[src/sv/stq_pkg.sv]
`timescale 1ns / 1ps
// Shared types and constants for the sorted timer queue.
// Used by stq_cell, stq_deadline and sorted_timer_queue; depends on nothing.
package stq_pkg;

  // Width of one deadline and of the free-running counter.
  localparam int DEADLINE_W = 64;
  localparam int DELAY_W    = 32;
  localparam int TPS_W      = 32;
  localparam int HELD_W     = 5;
  localparam int STATUS_W   = 2;

  // Default queue depth and reset value of the counter frequency.
  localparam int QUEUE_DEPTH_DEFAULT = 16;
  localparam logic [TPS_W-1:0] TPS_RESET = 32'd62500000;

  // Command codes on func.
  localparam logic FUNC_ADD    = 1'b0;
  localparam logic FUNC_EXPIRE = 1'b1;

  // Status codes of a result beat.
  localparam logic [STATUS_W-1:0] ST_OK    = 2'd0;
  localparam logic [STATUS_W-1:0] ST_FULL  = 2'd1;
  localparam logic [STATUS_W-1:0] ST_EMPTY = 2'd2;

  // Sequencer states.
  typedef enum logic [1:0] {
    S_IDLE,
    S_MUL,
    S_ADD,
    S_APPLY
  } state_t;

  // Shift commands broadcast to every cell of the chain.
  typedef struct packed {
    logic insert;
    logic pop;
  } cell_ctrl_t;

endpackage

[src/sv/stq_deadline.sv]
`timescale 1ns / 1ps
// Two-stage deadline unit: delay times frequency, then plus the current tick.
// Depends on stq_pkg.
module stq_deadline (
  input  logic                            clk,
  input  logic [stq_pkg::DELAY_W-1:0]     delay_seconds,
  input  logic [stq_pkg::TPS_W-1:0]       ticks_per_second,
  input  logic [stq_pkg::DEADLINE_W-1:0]  now_tick,
  output logic [stq_pkg::DEADLINE_W-1:0]  deadline
);
  import stq_pkg::*;

  logic [DEADLINE_W-1:0] product;

  // The 32 by 32 product fits 64 bits; the sum wraps modulo 2^64.
  always_ff @(posedge clk) begin
    product  <= DEADLINE_W'(delay_seconds) * DEADLINE_W'(ticks_per_second);
    deadline <= now_tick + product;
  end

endmodule

[config.mk]
export PLATFORM = sky130hd
export DESIGN_NAME = stq_deadline
export DESIGN_NICKNAME = d
export VERILOG_FILES = /design/src/sv/stq_pkg.sv /design/src/sv/stq_deadline.sv
export SDC_FILE = /design/constraint.sdc
export NUM_CORES = 2
export LEC_CHECK = 0
export CAP_MARGIN = 20
export CORE_ASPECT_RATIO = 1.5
export CORE_UTILIZATION = 40
export DETAILED_ROUTE_END_ITERATION = 10
export DONT_BUFFER_PORTS = 1
export PLACE_DENSITY = 0.52
export SYNTH_ARGS = -nofsm -noshare
export SYNTH_HDL_FRONTEND = slang
export SYNTH_SLANG_ARGS = --single-unit
export TNS_END_PERCENT = 100
[constraint.sdc]
create_clock -name clk -period 11.8 [get_ports clk]
set_input_delay 0.59 -clock clk [delete_from_list [all_inputs] [get_ports clk]]
set_output_delay 0.59 -clock clk [all_outputs]
set_load 0.01 [all_outputs]
==> impl_results.md <==
* Status: complete, no violations
* Layout Skew at 15.3 ps
* Number of hold buffers added after cts at 0
* Top delay family on crit path: adder cells
* Critical Path Max Stage Delay at 630 ps
* Startpoint types: input pin
* Async SR Flop Fraction at 0%
* DR iter-0 viols at 1,316
* Average cell area after synthesis at around 9.0 µm²
* Vias/cell at roughly 5.2
* Pre-Repair DR Iteration Count at 5
* Yosys reg bits at ~130
* Pin slew with the least headroom to its limit at roughly 850 ps
* Post-Syn Area at 39,600 µm²
* Worst hold path type: in2reg
* Die area at roughly 100,000 µm²
* Wire per inst at 22.3 µm
* Clk slew on worst S/H paths at 70 ps
* Dpl hpwl at 94.7 mm
* Post-synth top area share at a little under half
* Die H at a little under 400 µm
* Final period util at 65.1%
* Most Frequent Cell on Critical Path: fa_1
* Tmin final at roughly 7700 ps
* RSZ-0062 raised after global routing: no
* H-tree depth at 4
* Top cells by area, synth: fa_1, ha_1, and2_1
* Slowest CP cell: a211oi_1
* CTS tree: done
* Die X at ~260 µm
* Fmax at 130 MHz
* First-pass GRT wire length at about 190 mm
* Worst Path Buf+Inv at 4
* Crit path kind: in2reg
* Syn Nets at about 5,700
* Syn. warnings at 0
* Final setup violation count at 0
* Layout cells sized above 1 at around 1.0%
* Aggregate global routing overflow at 0
* Vias in the first global route at 31,758
* Root Buffer: clkbuf_16
* I/O pin count at approximately 190
* Syn Inst Count at about 4,400
* Initial Util at 40.3%
* Final ANT Viol Nets at 0
* Register area share after synthesis at approximately 6.5%
* Total of max-cap violations at 0
* Critical-path cell list: and2_1 > fa_1 > inv_1 > fa_1 > fa_1 > fa_1 > inv_1 > fa_1 > fa_1 > fa_1 > inv_1 > fa_1 > inv_1 > ha_1 > nand2_1 > o21ai_0 > nand3_1 > o311ai_0 > a21oi_1 > o21ai_0 > a211oi_1 > a211oi_1 > o221ai_1 > xnor2_1
* Synth cell types at 63
* Max_slew headroom at a little over two fifths
* Post-CTS Setup Bufs at 0
* Endpoint class of the critical path: flip-flop
* TNS Setup at 0 ps
* Post-layout net count at 5,522
* Number of fill cells in the layout at 9,855
* WL final at 122 mm
* DR vias at 28,462
* Gr usage total at 25.2%
* Initial antenna violation count at 3
* Core box area at 98,300 µm²
* Cts bufs inserted at 17
* Post-synth top flop: dfxtp_1
* IO buf count at 0
* GP Congestion at slightly below 0.9
* Post-synth EDFFs at 0
* Post-synth top area cell: fa_1
* Worst skew pair latency at 440 ps
* CP arrival at 8040 ps
* Area grow syn2layout at 3.37%
* Max-slew violation count at 0
* Std-Cell Rows at 141
* Post-CTS sizing at 0
* Clk sinks at roughly 130
* Pin count of the biggest net entering global routing at 33
* WP data required at 12,160 ps
* Max clock buf depth at 2
* CP max FO at 32
* Final Hold Fails at 0
* Drt drc at 0
-- flip-flops by register name (all words and copies together) (netlist names) --
register and cells:
deadline 64, product 64
-- layout make-up --
cell class	count	area [µm²]	area share, %
Sequential cell	128	2560	6.26
Multi-Input combinational cell	3091	32600	79.8
Tap cell	1287	1610	3.94
Inverter	932	3500	8.55
Clock buffer	20	447	1.09
Antenna cell	2	5.00	0.0122
Clock inverter	12	161	0.395
-- kinds of logic (layout without fill, tap and decap cells) --
group           count (synthesis)  after routing  share of synthesized area (%)
compound gates                426            426                           6.77
xor+xnor                      126            126                           2.79
fa+ha+maj                    1223           1223                           55.7
buf+inv                      1168            964                           11.1
flops                         128            128                           6.47
other cells                     0              2                              0
simple gates                 1316           1316                           17.2
-- per-stage QoR --
step / cells / setup slack (ps) / hold WS [ps] / utilization (%) / area, µm²
finish: 5472 / 4120 / 273 / 41.6 / 40900
global route: 5470 / 3690 / 273 / 41.6 / 40900
CTS: 5470 / 4120 / 250 / 41.6 / 40900
detailed placement: 5438 / 3700 / 434 / 41.0 / 40300
global placement: 5438 / 3650 / 423 / 41.0 / 40300
floorplan: 4387 / 4330 / 420 / - / 39600
-- cells in the mapped netlist, drive strengths merged (15+ instances only) --
master,n
a21o,67
a21oi,149
a31oi,21
and2,632
and3,15
clkbuf,233
dfxtp,128
fa,897
ha,326
inv,932
nand2,495
nand3,28
nand4,32
nor2,64
o21ai,82
o21bai,31
xnor2,79
xor2,47
-- cells in the final DEF, fill, tap and decap left out, drive strengths merged, types with 11 or more instances in the layout --
master / n
o211ai: 12
nand3: 28
inv: 932
nor2b: 12
xor2: 47
o21bai: 31
a21o: 67
nor3: 11
nand2: 495
clkbuf: 20
fa: 897
a21oi: 149
nand4: 32
and2: 632
and3: 15
xnor2: 79
dfxtp: 128
ha: 326
o21ai: 82
a31oi: 21
nor2: 64
-- path summary, 6_finish.rpt --
path	startpoint	end	slack (ps)	cells past startpoint
max	ticks_per_second[2]	product[60]	4120	24
min reg2reg	product[0]	deadline[0]	450	1
max reg2reg	product[6]	deadline[59]	7920	10
min	delay_seconds[0]	product[0]	270	1
-- routing by layer --
metal / vias up / global-route usage (%) / wire length (µm)
met5: - / 0 / 0
met4: 0 / 12.6 / 7060
met3: 220 / 2.61 / 4680
met2: 676 / 47.6 / 67500
met1: 14922 / 27.4 / 42900
li1: 12644 / - / -
-- worst reg2reg max path, stage by stage (launching register included) --
cell	delay, ps
dfxtp_1	300
ha_1	370
a2111oi_0	420
o21ai_1	160
a221oi_2	510
nor2_1	170
a21oi_1	530
o211ai_1	340
a41oi_1	590
o21ai_0	190
xor2_1	170
Power is left out: the tool's default activity adds up to more than one toggle a clock period on the data nets, which glitch-free logic cannot reach.
