`src/sv/stq_pkg.sv`:
```
`timescale 1ns / 1ps
// Shared types and constants for the sorted timer queue.
// Used by stq_cell, stq_deadline and sorted_timer_queue; depends on nothing.
package stq_pkg;

  // Width of one deadline and of the free-running counter.
  localparam int DEADLINE_W = 64;
  localparam int DELAY_W    = 32;
  localparam int TPS_W      = 32;
  localparam int HELD_W     = 5;
  localparam int STATUS_W   = 2;

  // Default queue depth and reset value of the counter frequency.
  localparam int QUEUE_DEPTH_DEFAULT = 16;
  localparam logic [TPS_W-1:0] TPS_RESET = 32'd62500000;

  // Command codes on func.
  localparam logic FUNC_ADD    = 1'b0;
  localparam logic FUNC_EXPIRE = 1'b1;

  // Status codes of a result beat.
  localparam logic [STATUS_W-1:0] ST_OK    = 2'd0;
  localparam logic [STATUS_W-1:0] ST_FULL  = 2'd1;
  localparam logic [STATUS_W-1:0] ST_EMPTY = 2'd2;

  // Sequencer states.
  typedef enum logic [1:0] {
    S_IDLE,
    S_MUL,
    S_ADD,
    S_APPLY
  } state_t;

  // Shift commands broadcast to every cell of the chain.
  typedef struct packed {
    logic insert;
    logic pop;
  } cell_ctrl_t;

endpackage

```
`src/sv/stq_cell.sv`:
```
`timescale 1ns / 1ps
// One cell of the sorted deadline chain: holds one deadline and trades it
// with its neighbors on insert and pop. Depends on stq_pkg.
module stq_cell (
  input  logic                            clk,
  input  stq_pkg::cell_ctrl_t             ctrl,
  input  logic                            valid,
  input  logic                            at_tail,
  input  logic [stq_pkg::DEADLINE_W-1:0]  deadline,
  input  logic [stq_pkg::DEADLINE_W-1:0]  left_value,
  input  logic                            left_gt,
  input  logic [stq_pkg::DEADLINE_W-1:0]  right_value,
  output logic [stq_pkg::DEADLINE_W-1:0]  value,
  output logic                            gt
);
  import stq_pkg::*;

  logic [DEADLINE_W-1:0] value_next;

  // A held deadline strictly later than the new one moves one place back.
  assign gt = valid && (value > deadline);

  // Take the left neighbor, the new deadline, or the right neighbor.
  always_comb begin
    value_next = value;
    if (ctrl.insert) begin
      if (left_gt) begin
        value_next = left_value;
      end else if (gt || at_tail) begin
        value_next = deadline;
      end
    end else if (ctrl.pop) begin
      value_next = right_value;
    end
  end

  always_ff @(posedge clk) begin
    value <= value_next;
  end

endmodule

```
`config.mk`:
```
export PLATFORM = sky130hd
export DESIGN_NAME = stq_cell
export DESIGN_NICKNAME = d
export VERILOG_FILES = /design/src/sv/stq_pkg.sv /design/src/sv/stq_cell.sv
export SDC_FILE = /design/constraint.sdc
export NUM_CORES = 1
export LEC_CHECK = 0
export BUFFER_PORTS_ARGS = -buffer_cell sky130_fd_sc_hd__buf_2
export CORE_ASPECT_RATIO = 1.5
export CORE_UTILIZATION = 30
export CTS_CLUSTER_SIZE = 28
export DETAILED_ROUTE_END_ITERATION = 8
export GPL_TIMING_DRIVEN = 1
export SETUP_SLACK_MARGIN = 0.05
export SYNTH_ARGS = -nofsm -noshare
export SYNTH_HDL_FRONTEND = slang
export SYNTH_SLANG_ARGS = --single-unit
```
`constraint.sdc`:
```
create_clock -name clk -period 7.84 [get_ports clk]
set_input_delay 0 -clock clk [delete_from_list [all_inputs] [get_ports clk]]
set_output_delay 0 -clock clk [all_outputs]
set_load 0.02 [all_outputs]
```
==> results of run 1 <==
[routing by layer]
| layer | routed length [µm] | vias up | global-route usage, % |
|---|---|---|---|
| met5 | 0 | - | 0 |
| met4 | 347 | 0 | 7.41 |
| met3 | 817 | 24 | 3.95 |
| met2 | 7700 | 157 | 32.4 |
| met1 | 5310 | 2099 | 16.9 |
| li1 | - | 2416 | - |
[cell families after synthesis]
logic type | Yosys count
mux | 64
compound gates | 118
fa+ha+maj | 64
flops | 64
simple gates | 117
buf+inv | 86
[layout make-up]
cell class	instances	area, µm²	area share [%]
tap	203	254	3.63
antenna	3	7.51	0.107
inverter	65	244	3.48
clock buffer	9	225	3.21
timing repair buffer	295	1640	23.4
sequential	64	1920	27.4
clock inverter	7	96.3	1.37
multi-input combinational	363	2620	37.4
[through the flow]
step           worst slack, ns  cells  total power, mW  util (%)
2_1_floorplan             2.15    513            0.642         -
3_3_place_gp              4.23    960            0.771      40.5
3_5_place_dp              4.09    960            0.775      40.5
4_1_cts                   4.08   1006             1.23      44.4
5_1_grt                   3.84   1009             1.28      44.4
6_report                  4.17   1009             1.21      44.4
[worst min path at each step]
stage	start	end	cells after the start
2_1_floorplan	valid	gt	2
3_3_place_gp	right_value[5]	value[5]	3
3_5_place_dp	right_value[59]	value[59]	3
4_1_cts	right_value[37]	value[37]	3
5_1_grt	right_value[10]	value[10]	3
6_report	right_value[10]	value[10]	3
[placed cells by master, fill, tap and decap left out, types with 2 or more instances in the layout]
cell | synthesis | layout
nor3_1 | 3 | 3
buf_4 | 0 | 5
clkinv_4 | 0 | 3
bufinv_16 | 0 | 2
ha_1 | 64 | 64
nor4_1 | 2 | 2
inv_1 | 65 | 65
clkbuf_16 | 0 | 9
edfxtp_1 | 64 | 64
a21o_1 | 4 | 4
clkinv_2 | 0 | 2
dlygate4sd3_1 | 0 | 30
a21oi_1 | 90 | 90
a221oi_1 | 3 | 3
nand2_1 | 17 | 17
nand3_1 | 7 | 7
buf_2 | 7 | 260
diode_2 | 0 | 3
o21ai_0 | 10 | 10
a22oi_1 | 2 | 2
nand4_1 | 11 | 11
nor2_1 | 70 | 70
mux2i_1 | 64 | 64
[power by group through the flow]
| stage | Clock, mW | Combinational [mW] | Sequential, mW |
|---|---|---|---|
| detailed placement | 0 | 0.325 | 0.450 |
| CTS | 0.450 | 0.337 | 0.443 |
| global route | 0.464 | 0.372 | 0.447 |
| floorplan | 0 | 0.146 | 0.496 |
| finish | 0.437 | 0.331 | 0.442 |
| global placement | 0 | 0.324 | 0.447 |
[synthesized netlist by cell type (all sizes together)]
master	instances
nand4	12
buf	12
nor3	3
nor4	2
a221o	1
o21ai	10
o31ai	1
and4	1
mux2i	64
a211oi	1
a21o	4
nand3	7
a221oi	3
nor3b	1
a21oi	90
and2	1
nor2b	1
clkbuf	9
nand2	17
nand2b	1
a22oi	2
a31oi	2
nor2	70
edfxtp	64
or4	1
o2bb2ai	1
o21bai	1
o211ai	1
ha	64
inv	65
a2111o	1
[critical path: stages (launching register included)]
cell and delay, ns:
edfxtp_1 0.40, ha_1 0.32, nand4_1 0.20, nor4_1 0.39, nand3_1 0.20, a31oi_1 0.18, o21bai_1 0.13, a31oi_4 0.91
buf_4 0.56
==> qor.yml, run 1 <==
power:
  combinationalPowerShare_pct: 27.4
  power.switching_mw: 0.365
  power.leakage_nw: 3.57
  powerDensity_nw_per_um2: 173
  vdd_drop_max_mv: 0.120
  power_frac_seq_pct: 36.6
  swShare_pct: 30.2
  clkPwrFrac_pct: 36.1
  p_int_mw: 0.845
global_routing:
  grt-ovfl-total: 0
  antenna_found_initial: 3
  grt_use_total_pct: 16.8
  grt_pass1_wl_mm: 21.7
  grt_pass1_vias: 4694
  grt_start_max_net_pins: 74
timing:
  fmax_mhz: 272
  tns_ns: 0
  setup_violations: 0
  hold_ws_ns: 0.000181
  hold_viol: 0
  slew_headroom_pct: 25.1
  period_minus_slack_ns: 3.67
  worst_slew_pin_slew_ns: 1.12
  fin_skew_ns: 0.0121
  maxSlewViolCount: 0
  rsz0062_at_grt: "false"
  period_share_pct: 46.9
logic_synthesis:
  synthesis.area_um2: 4860
  synth_top_area_share_pct: 39.6
  synth_area_leaders: "edfxtp_1, ha_1, mux2i_1, a21oi_1, nor2_1"
  synthSimpleGateAreaFrac_pct: 10.6
  synth_compound_area_share_pct: 13.4
  synth-seq-cells: 64
  synth_top_area_cell: "edfxtp_1"
  avgSynthCellArea_um2: 9.47
  synthAdderAreaFrac_pct: 16.5
  synth_warnings: 0
  synthXorXnorAreaFrac_pct: 0
  syn-instance-count: 513
  synth_top_family_by_area: "adder cells"
  yosysSeqAreaShare_pct: 39.6
  synthMuxAreaShare_pct: 13.2
  syn-num-nets: 775
  post_synth_num_cell_types: 33
setup_path:
  r2r_start: "value[37]"
  crit_type: "flip-flop to flip-flop"
  crit_path_end_kind: "flip-flop"
  cp.arrival_ns: 3.65
  r2r_cells: 8
  worstSetupStartpoint: "value[37]"
  required_ns: 7.81
  r2r-end: "value[21]"
  path_max_fanout: 34
  startpoint_type: "flip-flop"
  cp-endpoint: "value[21]"
  r2r_slack_ns: 4.17
drt:
  drtIter0Drc: 127
  firstDrtPassIters: 4
  wl_per_cell_um: 14.0
  wirelength_mm: 14.2
  vias: 4696
  remaining_drc_errors: 0
  antenna_left: 0
  vias_per_cell: 4.65
placement:
  place_congestion: 0.759
  port_buffers: 262
  placedInstanceArea_um2: 6380
  hpwl_mm: 11.3
finish:
  fill_cells: 1582
  largest-register: "value"
  final_cell_area_um2: 7010
  area_growth_pct: 44.3
  final_layout_size_suffix_gt1_share_pct: 35.4
  largest_register_ffs: 64
  reg_top3: "value: 64 flops"
  nNetsFinal: 1060
floorplanning:
  num_io_pins: 263
  die_w_um: 106
  fp.dieH_um: 158
  core_um2: 15800
  start_util_pct: 30.8
  num_rows: 56
  dieArea_um2: 16700
cts:
  clk_pin_slew_ns: 0.06
  h-tree-depth: 3
  holdBufCountCts: 30
  cts_tree: "done"
  root_buffer: "clkbuf_16"
  cts_resized: 0
  cts.sinks: 64
  cts_buffers: 9
  cts_buffer_depth: 2
  cts_setup_buffers: 0
  clock_latency_ns: 0.34
hold_path:
  worstHoldPathType: "primary input to flip-flop"
outcome:
  outcome: "finished clean"
run:
  maxCapViolCount: 0
No activity file was read; power rests on OpenSTA's default activity.
==> run 2: changes to the inputs <==
Clock period 7.84 ns to 3.1 ns, I/O delays scaled along.
==> run 2 against run 1 <==
Combinational power rose to 2.6 times the previous value. Wire length down 2.1%. Cell count down 0.69%. Core utilization down 0.26 points. Non-clock buffer count down 4. Cell area down 0.59%. Worst setup slack worse by 3.7 ns. Sequential share of layout area up 0.16 points. Largest cell class unchanged.
==> qor.yml, run 2 (synthesized netlist as in run 1, its figures left out) <==
floorplanning:
  num_rows: 56  # unchanged
  core_um2: 15800  # unchanged
  start_util_pct: 30.8  # unchanged
  die_w_um: 106  # unchanged
  num_io_pins: 263  # unchanged
  dieArea_um2: 16700  # unchanged
  fp.dieH_um: 158  # unchanged
placement:
  dp.cells: 963  # +0.31%
  place_congestion: 0.756  # -0.45%
  placedInstanceArea_um2: 6430  # +0.84%
  hpwl_mm: 11.1  # -1.2%
  pre_cts_slack_ns: 0.404  # -3.68 ns
  port_buffers: 262  # unchanged
setup_path:
  worstPathCellList: "ha_1, nand4_1, nor4_1, nand3_1, a31oi_1, o21bai_1, a31oi_4, buf_4"
  path_max_fanout: 20  # -41%
  max_stage_delay_ns: 0.38  # -0.53 ns
  startpoint_type: "flip-flop"
  path_delay_family: "simple AND/OR/NAND/NOR gates"
  required_ns: 3.10  # -4.71 ns
  timing.critical_path.buf_inv: 1  # unchanged
  crit_type: "flip-flop to flip-flop"
  crit_slowest_cell: "edfxtp_1"
  crit_path_end_kind: "flip-flop"
  cp.arrival_ns: 2.64  # -1.01 ns
global_routing:
  grt-ovfl-total: 0  # unchanged
  grt_use_total_pct: 16.4  # -0.34 points
  grt_pass1_wl_mm: 21.3  # -1.7%
  grt_start_max_net_pins: 76  # +2.7%
  grt_pass1_vias: 4659  # -0.75%
  antenna_found_initial: 1  # -2
finish:
  largest_register_ffs: 64  # unchanged
  fill_cells: 1593  # +0.70%
  nNetsFinal: 1056  # -0.38%
  fin_cells: 1002  # -0.69%
  area_growth_pct: 43.4
  final_util_pct: 44.2  # -0.26 points
  final_cell_area_um2: 6970  # -0.59%
  final_layout_size_suffix_gt1_share_pct: 35.7  # +0.35 points
  reg_top3: "value: 64 flops"
  final_common_cell: "buf_2"
  final_cell_mix: "buf_2, a21oi_1, nor2_1"
  largest-register: "value"
power:
  clkPwrFrac_pct: 35.0  # -1.1 points
  swShare_pct: 29.5  # -0.69 points
  vdd_drop_max_mv: 0.215  # +79%
  powerDensity_nw_per_um2: 433  # +150%
  combinationalPowerShare_pct: 28.0  # +0.6 points
  power.switching_mw: 0.890  # +140%
  power_frac_seq_pct: 37.0  # +0.4 points
  p_int_mw: 2.13  # +150%
  power.leakage_nw: 3.55  # -0.61%
drt:
  antenna_left: 0  # unchanged
  firstDrtPassIters: 4  # unchanged
  vias_per_cell: 4.66  # +0.23%
  wl_per_cell_um: 13.8  # -1.4%
  remaining_drc_errors: 0  # unchanged
  wirelength_mm: 13.9  # -2.1%
  vias: 4674  # -0.47%
  drtIter0Drc: 123  # -3.1%
timing:
  setup_violations: 0  # unchanged
  maxSlewViolCount: 0  # unchanged
  period_share_pct: 85.2  # +38 points
  hold_viol: 0  # unchanged
  worst_slew_pin_slew_ns: 0.732  # -0.391 ns
  rsz0062_at_grt: "false"
  slew_headroom_pct: 51.2  # +26 points
  fmax_mhz: 379  # +39%
  layout_setup_ws_ns: 0.460  # -3.71 ns
  period_minus_slack_ns: 2.64  # -1.03 ns
  fin_skew_ns: 0.0114  # -0.000702 ns
  tns_ns: 0  # unchanged
cts:
  h-tree-depth: 3  # unchanged
  cts_tree: "done"
  cts_buffer_depth: 2  # unchanged
  root_buffer: "clkbuf_16"
  holdBufCountCts: 23  # -23%
  cts_resized: 0  # unchanged
  cts_setup_buffers: 0  # unchanged
  cts.sinks: 64  # unchanged
  cts_buffers: 9  # unchanged
  clock_latency_ns: 0.33  # about the same
  clk_pin_slew_ns: 0.06  # about the same
outcome:
  outcome: "finished clean"
hold_path:
  worstHoldPathType: "primary input to flip-flop"
run:
  maxCapViolCount: 0  # unchanged
==> run 2: cell count changes in the layout (fill, tap and decap cells not counted), moves of 2 or more <==
cell,delta
dlygate4sd3_1,-7
buf_4,+2
clkinv_4,-3
clkinv_1,+2
diode_2,-2
==> run 2: metrics by stage <==
| stage | power [mW] | hold WS (ns) |
|---|---|---|
| 2_1_floorplan | 1.62 | 0.141 |
| 3_3_place_gp | 1.96 | 0.320 |
| 3_5_place_dp | 1.97 | 0.324 |
| 4_1_cts | 3.07 | 0.00000866 |
| 5_1_grt | 3.20 | 0.00387 |
| 6_report | 3.02 | 0.00799 |
==> run 2: worst reg2reg max path: cells and delay by family (launching register included) <==
kind | cells | cell delay [ns]
and+or+nand+nor | 3 | 0.74
AOI/OAI and AO/OA | 3 | 0.56
DFF | 1 | 0.38
adders and majority gates | 1 | 0.33
buffers and inverters | 1 | 0.32
==> run 2: per-layer routing <==
layer	global-route usage, %	wire (µm)	part of all wire, %	vias to the layer above
met4	6.48	207	1.5	0
met5	0	0	0	-
li1	-	-	-	2406
met2	32.2	7590	55	154
met3	3.87	805	5.8	14
met1	16.5	5280	38	2100
==> run 2: power groups by stage <==
stage                     logic, mW  clock network [mW]  registers, mW
after global placement        0.829                   0           1.13
after detailed placement      0.833                   0           1.14
after CTS                     0.858                1.09           1.12
after global routing          0.943                1.13           1.13
after floorplan               0.375                   0           1.25
final                         0.845                1.06           1.12
==> run 2: path summary, 6_finish.rpt <==
kind	start	end	slack [ns]	cells after the start
max reg2reg	value[35]	value[60]	0.46	8
max	value[35]	value[60]	0.46	8
min	right_value[55]	value[55]	0.008	3
min reg2reg	value[63]	value[16]	1.46	7
==> run 2: area by class of cell <==
| class | count | area, µm² | share of cell area (%) |
|---|---|---|---|
| multi-input cells | 363 | 2640 | 37.9 |
| flip-flops and latches | 64 | 1920 | 27.6 |
| repair buffers | 291 | 1600 | 23.0 |
| well taps | 203 | 254 | 3.65 |
| inverters | 65 | 244 | 3.50 |
| clock buffers | 10 | 229 | 3.29 |
| clock inverters | 5 | 72.6 | 1.04 |
| diodes | 1 | 2.50 | 0.0359 |
